==> src/sv/drc_pkg.sv <==
// Shared types, constants and table builders for the dynamic range compressor.
`timescale 1ns / 1ps

package drc_pkg;

    localparam int MUL_A_W = 34;
    localparam int MUL_B_W = 32;
    localparam int PROD_W  = MUL_A_W + MUL_B_W;
    localparam int LVL_W   = 17;
    localparam int TGT_W   = 26;
    localparam int ENV_W   = 24;
    localparam int DIF_W   = 27;
    localparam int N_W     = 20;
    localparam int GAIN_W  = 31;
    localparam int GR_W    = 15;
    localparam int CFG_W   = 16;

    localparam logic signed [CFG_W-1:0] THRESHOLD_RESET = -16'sd5120;
    localparam logic [CFG_W-1:0]        SLOPE_RESET     = 16'd49152;
    localparam logic [CFG_W-1:0]        ATTACK_RESET    = 16'd65388;
    localparam logic [CFG_W-1:0]        RELEASE_RESET   = 16'd65521;

    localparam logic signed [LVL_W-1:0] LEVEL_FLOOR = -17'sd35328;
    localparam logic [17:0]             LEVEL_FLOOR_MAG = 18'd35328;
    localparam logic signed [ENV_W-1:0] ENV_RESET = -24'sd7864320;
    localparam logic signed [ENV_W-1:0] ENV_MIN   = -24'sd3932160;
    localparam logic [MUL_B_W-1:0]      DB_PER_LOG2 = 32'd394567;
    localparam logic signed [MUL_B_W-1:0] NEG_LOG2_PER_DB = -32'sd10885;
    localparam logic [GAIN_W-1:0]       GAIN_ONE = 31'h4000_0000;

    typedef enum logic [1:0] {
        REG_THRESHOLD = 2'd0,
        REG_SLOPE     = 2'd1,
        REG_ATTACK    = 2'd2,
        REG_RELEASE   = 2'd3
    } reg_idx_t;

    typedef enum logic [4:0] {
        S_IDLE, S_NORM, S_IDX, S_ROM, S_LVL, S_LVLW, S_TGT, S_TGTW, S_DIFF,
        S_ENVM, S_ENVW, S_EXPM, S_EXPW, S_GSTEP, S_GUPD, S_SHIFT, S_OUTM, S_OUT
    } state_t;

    typedef enum logic [4:0] {
        OP_IDLE, OP_LOAD, OP_NORM, OP_IDX, OP_ROM, OP_LVL, OP_LVLW, OP_TGT,
        OP_TGTW, OP_DIFF, OP_ENVM, OP_ENVW, OP_EXPM, OP_EXPW, OP_GMUL,
        OP_GUPD, OP_SHIFT, OP_OUTM, OP_OUT
    } op_t;

    typedef struct packed {
        op_t        op;
        logic [3:0] step;
    } cmd_t;

    typedef struct packed {
        logic n_bit;
    } status_t;

    function automatic logic [15:0] log2_frac(input logic [63:0] m_in);
        logic [63:0] m;
        logic [15:0] res;
        m = m_in;
        res = '0;
        for (int i = 0; i < 16; i++)
        begin
            m = (m * m) >> 30;
            res = {res[14:0], 1'b0};
            if (m >= 64'h8000_0000)
            begin
                res[0] = 1'b1;
                m = m >> 1;
            end
        end
        return res;
    endfunction

    function automatic logic [63:0] isqrt64(input logic [63:0] v_in);
        logic [63:0] v;
        logic [63:0] r;
        logic [63:0] b;
        v = v_in;
        r = '0;
        b = 64'h4000_0000_0000_0000;
        for (int i = 0; i < 32; i++)
        begin
            if (v >= r + b)
            begin
                v = v - (r + b);
                r = (r >> 1) + b;
            end
            else
            begin
                r = r >> 1;
            end
            b = b >> 2;
        end
        return r;
    endfunction

    function automatic logic [29:0] root_entry(input int j);
        logic [63:0] r;
        r = isqrt64(64'h0800_0000_0000_0000);
        for (int i = 1; i < 16; i++)
        begin
            if (i <= j)
            begin
                r = isqrt64(r << 30);
            end
        end
        return r[29:0];
    endfunction

endpackage

==> src/sv/drc_ctrl.sv <==
// Sequencer for the compressor: steps the datapath through one sample.
`timescale 1ns / 1ps

module drc_ctrl
(
    input  logic            clk,
    input  logic            rst_n,
    input  logic            in_valid,
    output logic            in_stall,
    output logic            out_valid,
    input  logic            out_stall,
    input  drc_pkg::status_t status,
    output drc_pkg::cmd_t   cmd
);
    import drc_pkg::*;

    state_t     state_reg;
    state_t     state_next;
    logic [3:0] step_reg;
    logic [3:0] step_next;
    logic       out_valid_reg;
    logic       out_valid_next;

    always_ff @(posedge clk or negedge rst_n)
    begin
        if (!rst_n)
        begin
            state_reg     <= S_IDLE;
            step_reg      <= '0;
            out_valid_reg <= 1'b0;
        end
        else
        begin
            state_reg     <= state_next;
            step_reg      <= step_next;
            out_valid_reg <= out_valid_next;
        end
    end

    always_comb
    begin
        state_next     = state_reg;
        step_next      = step_reg;
        out_valid_next = out_valid_reg;
        cmd.op         = OP_IDLE;
        cmd.step       = step_reg;
        if (out_valid_reg && !out_stall)
        begin
            out_valid_next = 1'b0;
        end
        unique case (state_reg)
            S_IDLE:
            begin
                if (in_valid)
                begin
                    cmd.op     = OP_LOAD;
                    state_next = S_NORM;
                end
            end
            S_NORM:  begin cmd.op = OP_NORM; state_next = S_IDX;  end
            S_IDX:   begin cmd.op = OP_IDX;  state_next = S_ROM;  end
            S_ROM:   begin cmd.op = OP_ROM;  state_next = S_LVL;  end
            S_LVL:   begin cmd.op = OP_LVL;  state_next = S_LVLW; end
            S_LVLW:  begin cmd.op = OP_LVLW; state_next = S_TGT;  end
            S_TGT:   begin cmd.op = OP_TGT;  state_next = S_TGTW; end
            S_TGTW:  begin cmd.op = OP_TGTW; state_next = S_DIFF; end
            S_DIFF:  begin cmd.op = OP_DIFF; state_next = S_ENVM; end
            S_ENVM:  begin cmd.op = OP_ENVM; state_next = S_ENVW; end
            S_ENVW:  begin cmd.op = OP_ENVW; state_next = S_EXPM; end
            S_EXPM:  begin cmd.op = OP_EXPM; state_next = S_EXPW; end
            S_EXPW:
            begin
                cmd.op     = OP_EXPW;
                step_next  = '0;
                state_next = S_GSTEP;
            end
            S_GSTEP:
            begin
                cmd.op = OP_GMUL;
                if (status.n_bit)
                begin
                    state_next = S_GUPD;
                end
                else if (step_reg == 4'd15)
                begin
                    state_next = S_SHIFT;
                end
                else
                begin
                    step_next = step_reg + 4'd1;
                end
            end
            S_GUPD:
            begin
                cmd.op = OP_GUPD;
                if (step_reg == 4'd15)
                begin
                    state_next = S_SHIFT;
                end
                else
                begin
                    step_next  = step_reg + 4'd1;
                    state_next = S_GSTEP;
                end
            end
            S_SHIFT: begin cmd.op = OP_SHIFT; state_next = S_OUTM; end
            S_OUTM:  begin cmd.op = OP_OUTM;  state_next = S_OUT;  end
            S_OUT:
            begin
                if (!out_valid_reg || !out_stall)
                begin
                    cmd.op         = OP_OUT;
                    out_valid_next = 1'b1;
                    state_next     = S_IDLE;
                end
                else
                begin
                    cmd.op = OP_OUTM;
                end
            end
            default: state_next = S_IDLE;
        endcase
    end

    assign in_stall  = (state_reg != S_IDLE);
    assign out_valid = out_valid_reg;

`ifndef SYNTHESIS
    a_accept_starts: assert property (@(posedge clk) disable iff (!rst_n)
        (in_valid && !in_stall) |=> (state_reg == S_NORM))
        else $error("accepted transfer did not start the sequence");
    a_result_held: assert property (@(posedge clk) disable iff (!rst_n)
        (state_reg == S_OUT && out_valid_reg && out_stall) |=> (state_reg == S_OUT))
        else $error("result overwrote a stalled output");
    a_gupd_after_gstep: assert property (@(posedge clk) disable iff (!rst_n)
        (state_reg == S_GUPD) |-> ($past(state_reg) == S_GSTEP))
        else $error("gain update without a multiply step");
`endif

endmodule

==> config.mk <==
export PLATFORM = sky130hd
export DESIGN_NAME = drc_ctrl
export DESIGN_NICKNAME = d
export VERILOG_FILES = /design/src/sv/drc_pkg.sv /design/src/sv/drc_ctrl.sv
export SDC_FILE = /design/constraint.sdc
export NUM_CORES = 1
export LEC_CHECK = 0
export BUFFER_PORTS_ARGS = -buffer_cell sky130_fd_sc_hd__buf_2
export CAP_MARGIN = 15
export CORE_UTILIZATION = 42
export CTS_CLUSTER_SIZE = 24
export DETAILED_ROUTE_END_ITERATION = 7
export HOLD_SLACK_MARGIN = 0.02
export PLACE_DENSITY = 0.76
export SLEW_MARGIN = 20
export SYNTH_ARGS = -nofsm -noshare
export SYNTH_HDL_FRONTEND = slang
export SYNTH_SLANG_ARGS = --single-unit
==> constraint.sdc <==
create_clock -name clk -period 3.42 [get_ports clk]
set_input_delay 0.342 -clock clk [delete_from_list [all_inputs] [get_ports clk]]
set_output_delay 0.342 -clock clk [all_outputs]
set_load 0.02 [all_outputs]
# Word level (Yosys, flattened, before mapping)

Index checks and enable logic that the tools add are counted.

Add/subtract/negate cells: 1
Equal/unequal tests: 22
Muxes and demuxes: 15
Reductions and logical operators: 9

Operators by type and width:

| cell                | count |
|---|---|
| $pmux 5 s18         | 2 |
| $eq 5x4->1 const B  | 8 |
| $eq 5x3->1 const B  | 4 |
| $mux 5              | 4 |
| $pmux 4 s3          | 1 |
| $eq 5x2->1 const B  | 2 |
| $eq 5x5->1 const B  | 2 |
| $mux 4              | 2 |
| $ne 2x2->1 const B  | 3 |
| $eq 5x1->1 const B  | 1 |
| $logic_not 5->1     | 1 |
| $reduce_bool 5->1   | 1 |
| $add 4x1->4 const B | 1 |
| $eq 4x4->1 const B  | 1 |
| $mux 1              | 4 |
| $mux 2              | 2 |
| $ne 3x3->1 const B  | 1 |
| $reduce_and 3->1    | 1 |
| $reduce_bool 3->1   | 1 |
| $logic_not 1->1     | 2 |
| $reduce_and 2->1    | 1 |
| $logic_and 1x1->1   | 1 |
| $logic_or 1x1->1    | 1 |

Register bits: 10
Input port bits: 5
Logic and storage cells: 50

# Logic depth before layout (Yosys ltp)

Gate-level depths: netlist of the first run.

Depth in word-level cells: 5
Gate-level depth with buffers: 5
Mapped depth without buffers: 5

# Worst setup path after synthesis of the first run

No wires, ideal clock.

Kind: register to register
Start: register step_reg[0]
End: register step_reg[0]
Library setup time: 0.128 ns
Arrival: 1.606 ns
Path slack: 1.686 ns
Stages on the path, launching flop included: 5
Path buffers: 0
Path through: dfrtp_1 > ha_1 > a311o_1 > a31o_4 > mux2_1

Cells in the longest elaborated chain, start to end: 4

RTL lines:

| item                                      | line                           | source |
|---|---|---|
| start, declared                           | drc_ctrl.sv:19                 | `logic [3:0] step_reg;` |
| start signal, assigned                    | drc_ctrl.sv:35                 | `step_reg <= step_next;` |
| $add 4x1->4 or $eq 4x4->1 (tied branches) | --                             |  |
| $mux 4 (*)                                | drc_ctrl.sv:84, drc_ctrl.sv:96 |  |
| $mux 4                                    | drc_ctrl.sv:80                 | `if (status.n_bit)` |
| $pmux 4 s3 (*)                            | drc_ctrl.sv:51                 | `unique case (state_reg)` |

Mark *: on every way between the ends. The rest lies on a longest branch, timed or not. The select of a mux whose other input is x is not followed.
A chain may end at the register's enable or synchronous reset.

# Worst setup path after layout of the first run

Start: register state_reg[3]
End: output port in_stall

Cells in the longest elaborated chain, start to end: 1

RTL lines:

| item                   | line            | source |
|---|---|---|
| start, declared        | drc_ctrl.sv:17  | `state_t state_reg;` |
| start signal, assigned | drc_ctrl.sv:34  | `state_reg <= state_next;` |
| $reduce_bool 5->1      | drc_ctrl.sv:125 | `assign in_stall = (state_reg != S_IDLE);` |
| end, declared          | drc_ctrl.sv:9   | `output logic in_stall,` |

No other way between the ends.

==> results of run 1 <==
==> synth_stat cells <==
library cell,number
or3_1,3
mux2i_1,1
nor3b_1,1
dfrtp_1,10
a211o_1,1
o21ai_1,1
o21ai_0,4
or2_2,1
o32a_1,1
nand2_1,8
nor4b_2,1
o31a_1,1
xor2_1,2
nand3_1,4
ha_1,1
nand2b_1,1
a311o_1,1
or3b_2,1
mux2_1,1
and2_1,1
a31o_2,1
xnor2_1,1
buf_4,2
o22ai_1,2
a21oi_1,1
a31o_4,1
a31oi_1,2
nand3b_1,1
nor3_1,1
clkbuf_1,2
a221oi_1,1
or4b_4,1
nor2_1,9
==> worst min path at each step <==
stage / startpoint / to / slack (ns) / cells past startpoint
final: in_valid / state_reg[0] / 0.33 / 3
after global routing: in_valid / state_reg[0] / 0.33 / 3
after CTS: in_valid / state_reg[0] / 0.33 / 3
after detailed placement: rst_n / state_reg[3] / 0.22 / 1
after global placement: rst_n / state_reg[3] / 0.22 / 1
after floorplan: rst_n / out_valid / 0.05 / 0
==> power by group <==
group / total (W) / switching, W / internal (W)
Combinational: 0.000443 / 0.000253 / 0.000190
Clock: 0.000109 / 0.0000444 / 0.0000647
Sequential: 0.000264 / 0.0000989 / 0.000165
==> repair_timing <==
item                      4_1_cts  5_1_grt
setup buffers                   0        0
hold buffers                    1        0
hold endpoints to repair       10        0
==> final cells by class <==
cell class,instances,share of cell area
clock buffer,4,0.04793
timing repair buffer,16,0.1124
tap,15,0.02479
sequential,10,0.3306
multi-input combinational,56,0.4843
==> worst max-delay path, stage by stage, from the launching register on <==
cell and delay [ns]:
dfrtp_1 0.47, or3_1 0.41, or3_1 0.33, buf_2 0.17
==> through the flow <==
| step | utilization | cell area [µm²] | power, W |
|---|---|---|---|
| floorplan | - | 639.4 | 0.0006044 |
| global placement | 0.5264 | 710.7 | 0.0006971 |
| detailed placement | 0.5264 | 710.7 | 0.0007074 |
| CTS | 0.5607 | 757.0 | 0.0008196 |
| global route | 0.5607 | 757.0 | 0.0008904 |
| finish | 0.5607 | 757.0 | 0.0008164 |
==> cells by family after synthesis <==
| kind of cell | after synthesis | share of synthesized area |
|---|---|---|
| mux | 2 | 0.03327 |
| flops | 10 | 0.3914 |
| xor+xnor | 3 | 0.04110 |
| compound gates | 17 | 0.1996 |
| fa+ha+maj | 1 | 0.01957 |
| simple gates | 33 | 0.2799 |
| buf+inv | 4 | 0.03522 |
==> layer usage <==
layer	up-vias	routed length [µm]
met5	-	0
met2	11	560
met3	5	51
met1	254	654
li1	291	-
met4	0	25
==> flow_summary.json, run 1 <==
{
  "status": "finished, final reports clean",
  "hpwl_um": 944,
  "worstSetupPathType": "register to primary output",
  "slew_viol_final": 0,
  "hold_class": "input port to register",
  "avgSynthCellArea_um2": 9.134,
  "grt_pass1_wl_um": 1925,
  "overflow": 0,
  "layout.area.seq_um2": 250.2,
  "antenna_cells": 0,
  "synth_warnings": 0,
  "fin_skew_ns": 0.003251,
  "slew_headroom": 0.7019,
  "route.detailed.drc": 0,
  "layout-drive-gt1-share": 0.2907,
  "final_cell_mix": "15 x buf_2, 10 x dfrtp_1, 9 x nor2_1",
  "hold_violations": 0,
  "path_clk_slew_ns": 0.07,
  "grt_use_met2": 0.2461,
  "cts_tree": "done",
  "place_inst": 96,
  "ys_seq_area_frac": 0.3914,
  "h-tree-depth": 1,
  "grt_pass1_vias": 448,
  "ys_top_cells_by_area": "dfrtp_1 39%, nor2_1 5.3%, nand2_1 4.7%, nand3_1 3.1%, o21ai_0 3.1%",
  "pre_cts_slack_ns": 1.703,
  "die_h_um": 41.02,
  "fin_setup_tns_ns": 0,
  "vias_per_cell": 5.554,
  "ios": 16,
  "initial_utilization": 0.4736,
  "core_um2": 1350,
  "cp.required_ns": 3.08,
  "startpoint_type": "register",
  "fillers": 115,
  "max_freq_ghz": 0.5013,
  "die_x_um": 41.02,
  "cp.arrival_ns": 1.65,
  "cts_sinks": 10,
  "multiInputGateArea_um2": 366.6,
  "maxCapViolCount": 0,
  "top_usage_layer": "met1",
  "drt_iter0_drc": 17,
  "rrSetupSlack_ns": 1.70,
  "clk_latency_ns": 0.27,
  "fin_cells": 101,
  "synthDistinctLibCells": 33,
  "rr_worst_depth": 4,
  "io_buffers": 15,
  "grt_use_met3": 0.04891,
  "r2r-end": "step_reg[0]",
  "final_common_cell": "buf_2",
  "grt_max_degree": 17,
  "cp-startpoint": "state_reg[3]",
  "finalNetCount": 93,
  "clockBufferDepth": 2,
  "ctsResizeCount": 0,
  "clockRootBuffer": "clkbuf_4",
  "setup_viol": 0,
  "largest_register_ffs": 5,
  "worst_slew_pin_slew_ns": 0.4471,
  "peakVddDrop_mv": 0.5861,
  "gp_congestion": 0.7578,
  "grt_setup_unrepaired": "no",
  "wl_per_cell_um": 12.78,
  "reg2reg_from": "step_reg[0]",
  "p_leak_nw": 0.3327,
  "die_area_um2": 1682,
  "whs_ns": 0.3294,
  "first_pass_iters": 4,
  "period_needed_ns": 1.995,
  "yosysTopAreaCell": "dfrtp_1",
  "power.density_nw_per_um2": 1079,
  "cp_max_fo": 7,
  "ys_ff_latch": 10,
  "wl_um": 1291,
  "grt_usage": 0.1805,
  "endpoint_kind": "primary output",
  "syn_inst": 70,
  "ant_nets": 0,
  "period_share": 0.5833,
  "num_rows": 13,
  "numCtsBuffers": 3,
  "vias": 561,
  "synth_top_area_frac": 0.3914,
  "area_growth_pct": 18.40,
  "syn_nets": 76,
  "worst_slack_ns": 1.425,
  "antenna_found_initial": 0,
  "synthesis.area_um2": 639.4,
  "cp-endpoint": "in_stall",
  "use_met1": 0.2525
}
(Power assumes the default switching activity.)
==> inputs of run 2 (changes only) <==
==> constraint.sdc (replaced) <==
create_clock -name clk -period 1.9 [get_ports clk]
set_input_delay 0.19 -clock clk [delete_from_list [all_inputs] [get_ports clk]]
set_output_delay 0.19 -clock clk [all_outputs]
set_load 0.02 [all_outputs]
==> run 2 against run 1 <==
Compared with the run above: first-iteration DRC count is 120% higher; sequential cell count stayed put; critical path depth stayed put; hold slack worse by 0.16 ns; combinational power is 98% higher; clock skew is 0.0022 ns lower; largest power group unchanged; sequential share of layout area is 0.52 points lower; worst setup slack worse by 1.3 ns; total power is 89% higher.
==> flow_summary.json, run 2 (synthesis gave the netlist of run 1 again) <==
{
  "status": "finished, final reports clean",
  "grt_use_met3": 0.08152,
  "finalNetCount": 96,
  "cts_sinks": 10,
  "largest_register_ffs": 5,
  "die_x_um": 41.02,
  "vias_per_cell": 5.837,
  "slew_viol_final": 0,
  "power.density_nw_per_um2": 1968,
  "cp_max_fo": 8,
  "endpoint_kind": "primary output",
  "grt_pass1_vias": 463,
  "fin_setup_tns_ns": 0,
  "worst_slew_pin_slew_ns": 0.3167,
  "numCtsBuffers": 3,
  "wl_um": 1454,
  "pre_cts_slack_ns": 0.2034,
  "startpoint_type": "register",
  "vias": 607,
  "grt_usage": 0.1977,
  "hold_start": "in_valid",
  "setup_viol": 0,
  "path_cells": "or3_1 -> or3_1 -> buf_2",
  "grt_pass1_wl_um": 2035,
  "layout.area.seq_um2": 255.2,
  "whs_ns": 0.1736,
  "cts_tree": "done",
  "layout-drive-gt1-share": 0.3596,
  "clk_latency_ns": 0.28,
  "grt_use_met2": 0.2813,
  "cp_num_buf_inv": 1,
  "reg2reg_from": "step_reg[0]",
  "max_freq_ghz": 0.5527,
  "crit_top_cell": "or3_1",
  "period_needed_ns": 1.809,
  "h-tree-depth": 1,
  "hold_violations": 0,
  "top_usage_layer": "met2",
  "grt_setup_unrepaired": "no",
  "use_met1": 0.2425,
  "grt_max_degree": 13,
  "io_buffers": 15,
  "ios": 16,
  "ant_nets": 0,
  "overflow": 0,
  "p_leak_nw": 0.3424,
  "cp.required_ns": 1.71,
  "cp-startpoint": "state_reg[2]",
  "period_share": 0.9522,
  "fillers": 132,
  "worst_slack_ns": 0.09076,
  "peakVddDrop_mv": 0.7796,
  "fin_skew_ns": 0.001020,
  "crit_family": "simple AND/OR/NAND/NOR gates",
  "first_pass_iters": 4,
  "antenna_cells": 0,
  "initial_utilization": 0.4736,
  "maxCapViolCount": 0,
  "core_um2": 1350,
  "final_common_cell": "buf_2",
  "slowest_stage": "dfrtp_2",
  "timing.critical_path.slowest_cell_delay_ns": 0.47,
  "num_rows": 13,
  "path_clk_slew_ns": 0.07,
  "hold_class": "input port to register",
  "clockRootBuffer": "clkbuf_4",
  "worstSetupPathType": "register to primary output",
  "final_cell_mix": "15 x buf_2, 9 x nor2_1, 8 x nand2_1",
  "die_h_um": 41.02,
  "drt_iter0_drc": 37,
  "slew_headroom": 0.7874,
  "wl_per_cell_um": 13.98,
  "clockBufferDepth": 2,
  "hpwl_um": 980.9,
  "cp.arrival_ns": 1.62,
  "area_growth_pct": 22.70,
  "route.detailed.drc": 0,
  "die_area_um2": 1682,
  "multiInputGateArea_um2": 366.6,
  "antenna_found_initial": 0,
  "gp_congestion": 0.8024
}
-- run 2: what timing repair did --
item	4_1_cts	5_1_grt
endpoints found under the hold margin	10	0
hold buffers	1	0
setup endpoints to repair	0	2
gates resized for setup	0	4
setup buffers	0	2
-- run 2: per-stage QoR --
step           power, W  utilization  area [µm²]  std cells
3_3_place_gp   0.001270       0.5320       718.2         97
6_report       0.001544       0.5811       784.5        104
4_1_cts        0.001505       0.5663       764.5        102
2_1_floorplan  0.001088            -       639.4         70
5_1_grt        0.001666       0.5811       784.5        104
3_5_place_dp   0.001296       0.5320       718.2         97
-- run 2: worst reg2reg max path: cells and delay by family, from the launching register on --
kind	cells	cell delay (ns)
multiplexers	1	0.31
adder cells (fa/ha/maj)	1	0.27
flip-flops	1	0.42
AO/OA/AOI/OAI	2	0.61
-- run 2: per-layer routing --
metal	up-vias	wire, µm	part of all wire
met3	5	96	0.066
met5	-	0	0
met4	0	36	0.025
met2	21	656	0.45
met1	286	665	0.46
li1	295	-	-
-- run 2: worst paths after layout --
kind / slack [ns] / depth (start not counted) / to
worst max register to register: 0.19 / 4 / step_reg[0]
worst min-delay path: 0.17 / 3 / state_reg[0]
min in group asynchronous: 0.30 / 2 / state_reg[0]
worst min register to register: 0.56 / 2 / step_reg[1]
worst max-delay path: 0.09 / 3 / in_stall
max in group asynchronous: 1.39 / 2 / state_reg[1]
-- run 2: area by class of cell --
cell class	count	area share
Multi-Input combinational cell	56	0.4673
Clock buffer	4	0.04625
Tap cell	15	0.02392
Timing Repair Buffer	19	0.1372
Sequential cell	10	0.3254
-- run 2: where the power goes --
part           switching, W  leakage, nW  internal [W]
clock network     0.0000854       0.0210      0.000117
registers          0.000157        0.115      0.000306
logic              0.000497        0.207      0.000382
total              0.000739        0.342      0.000804
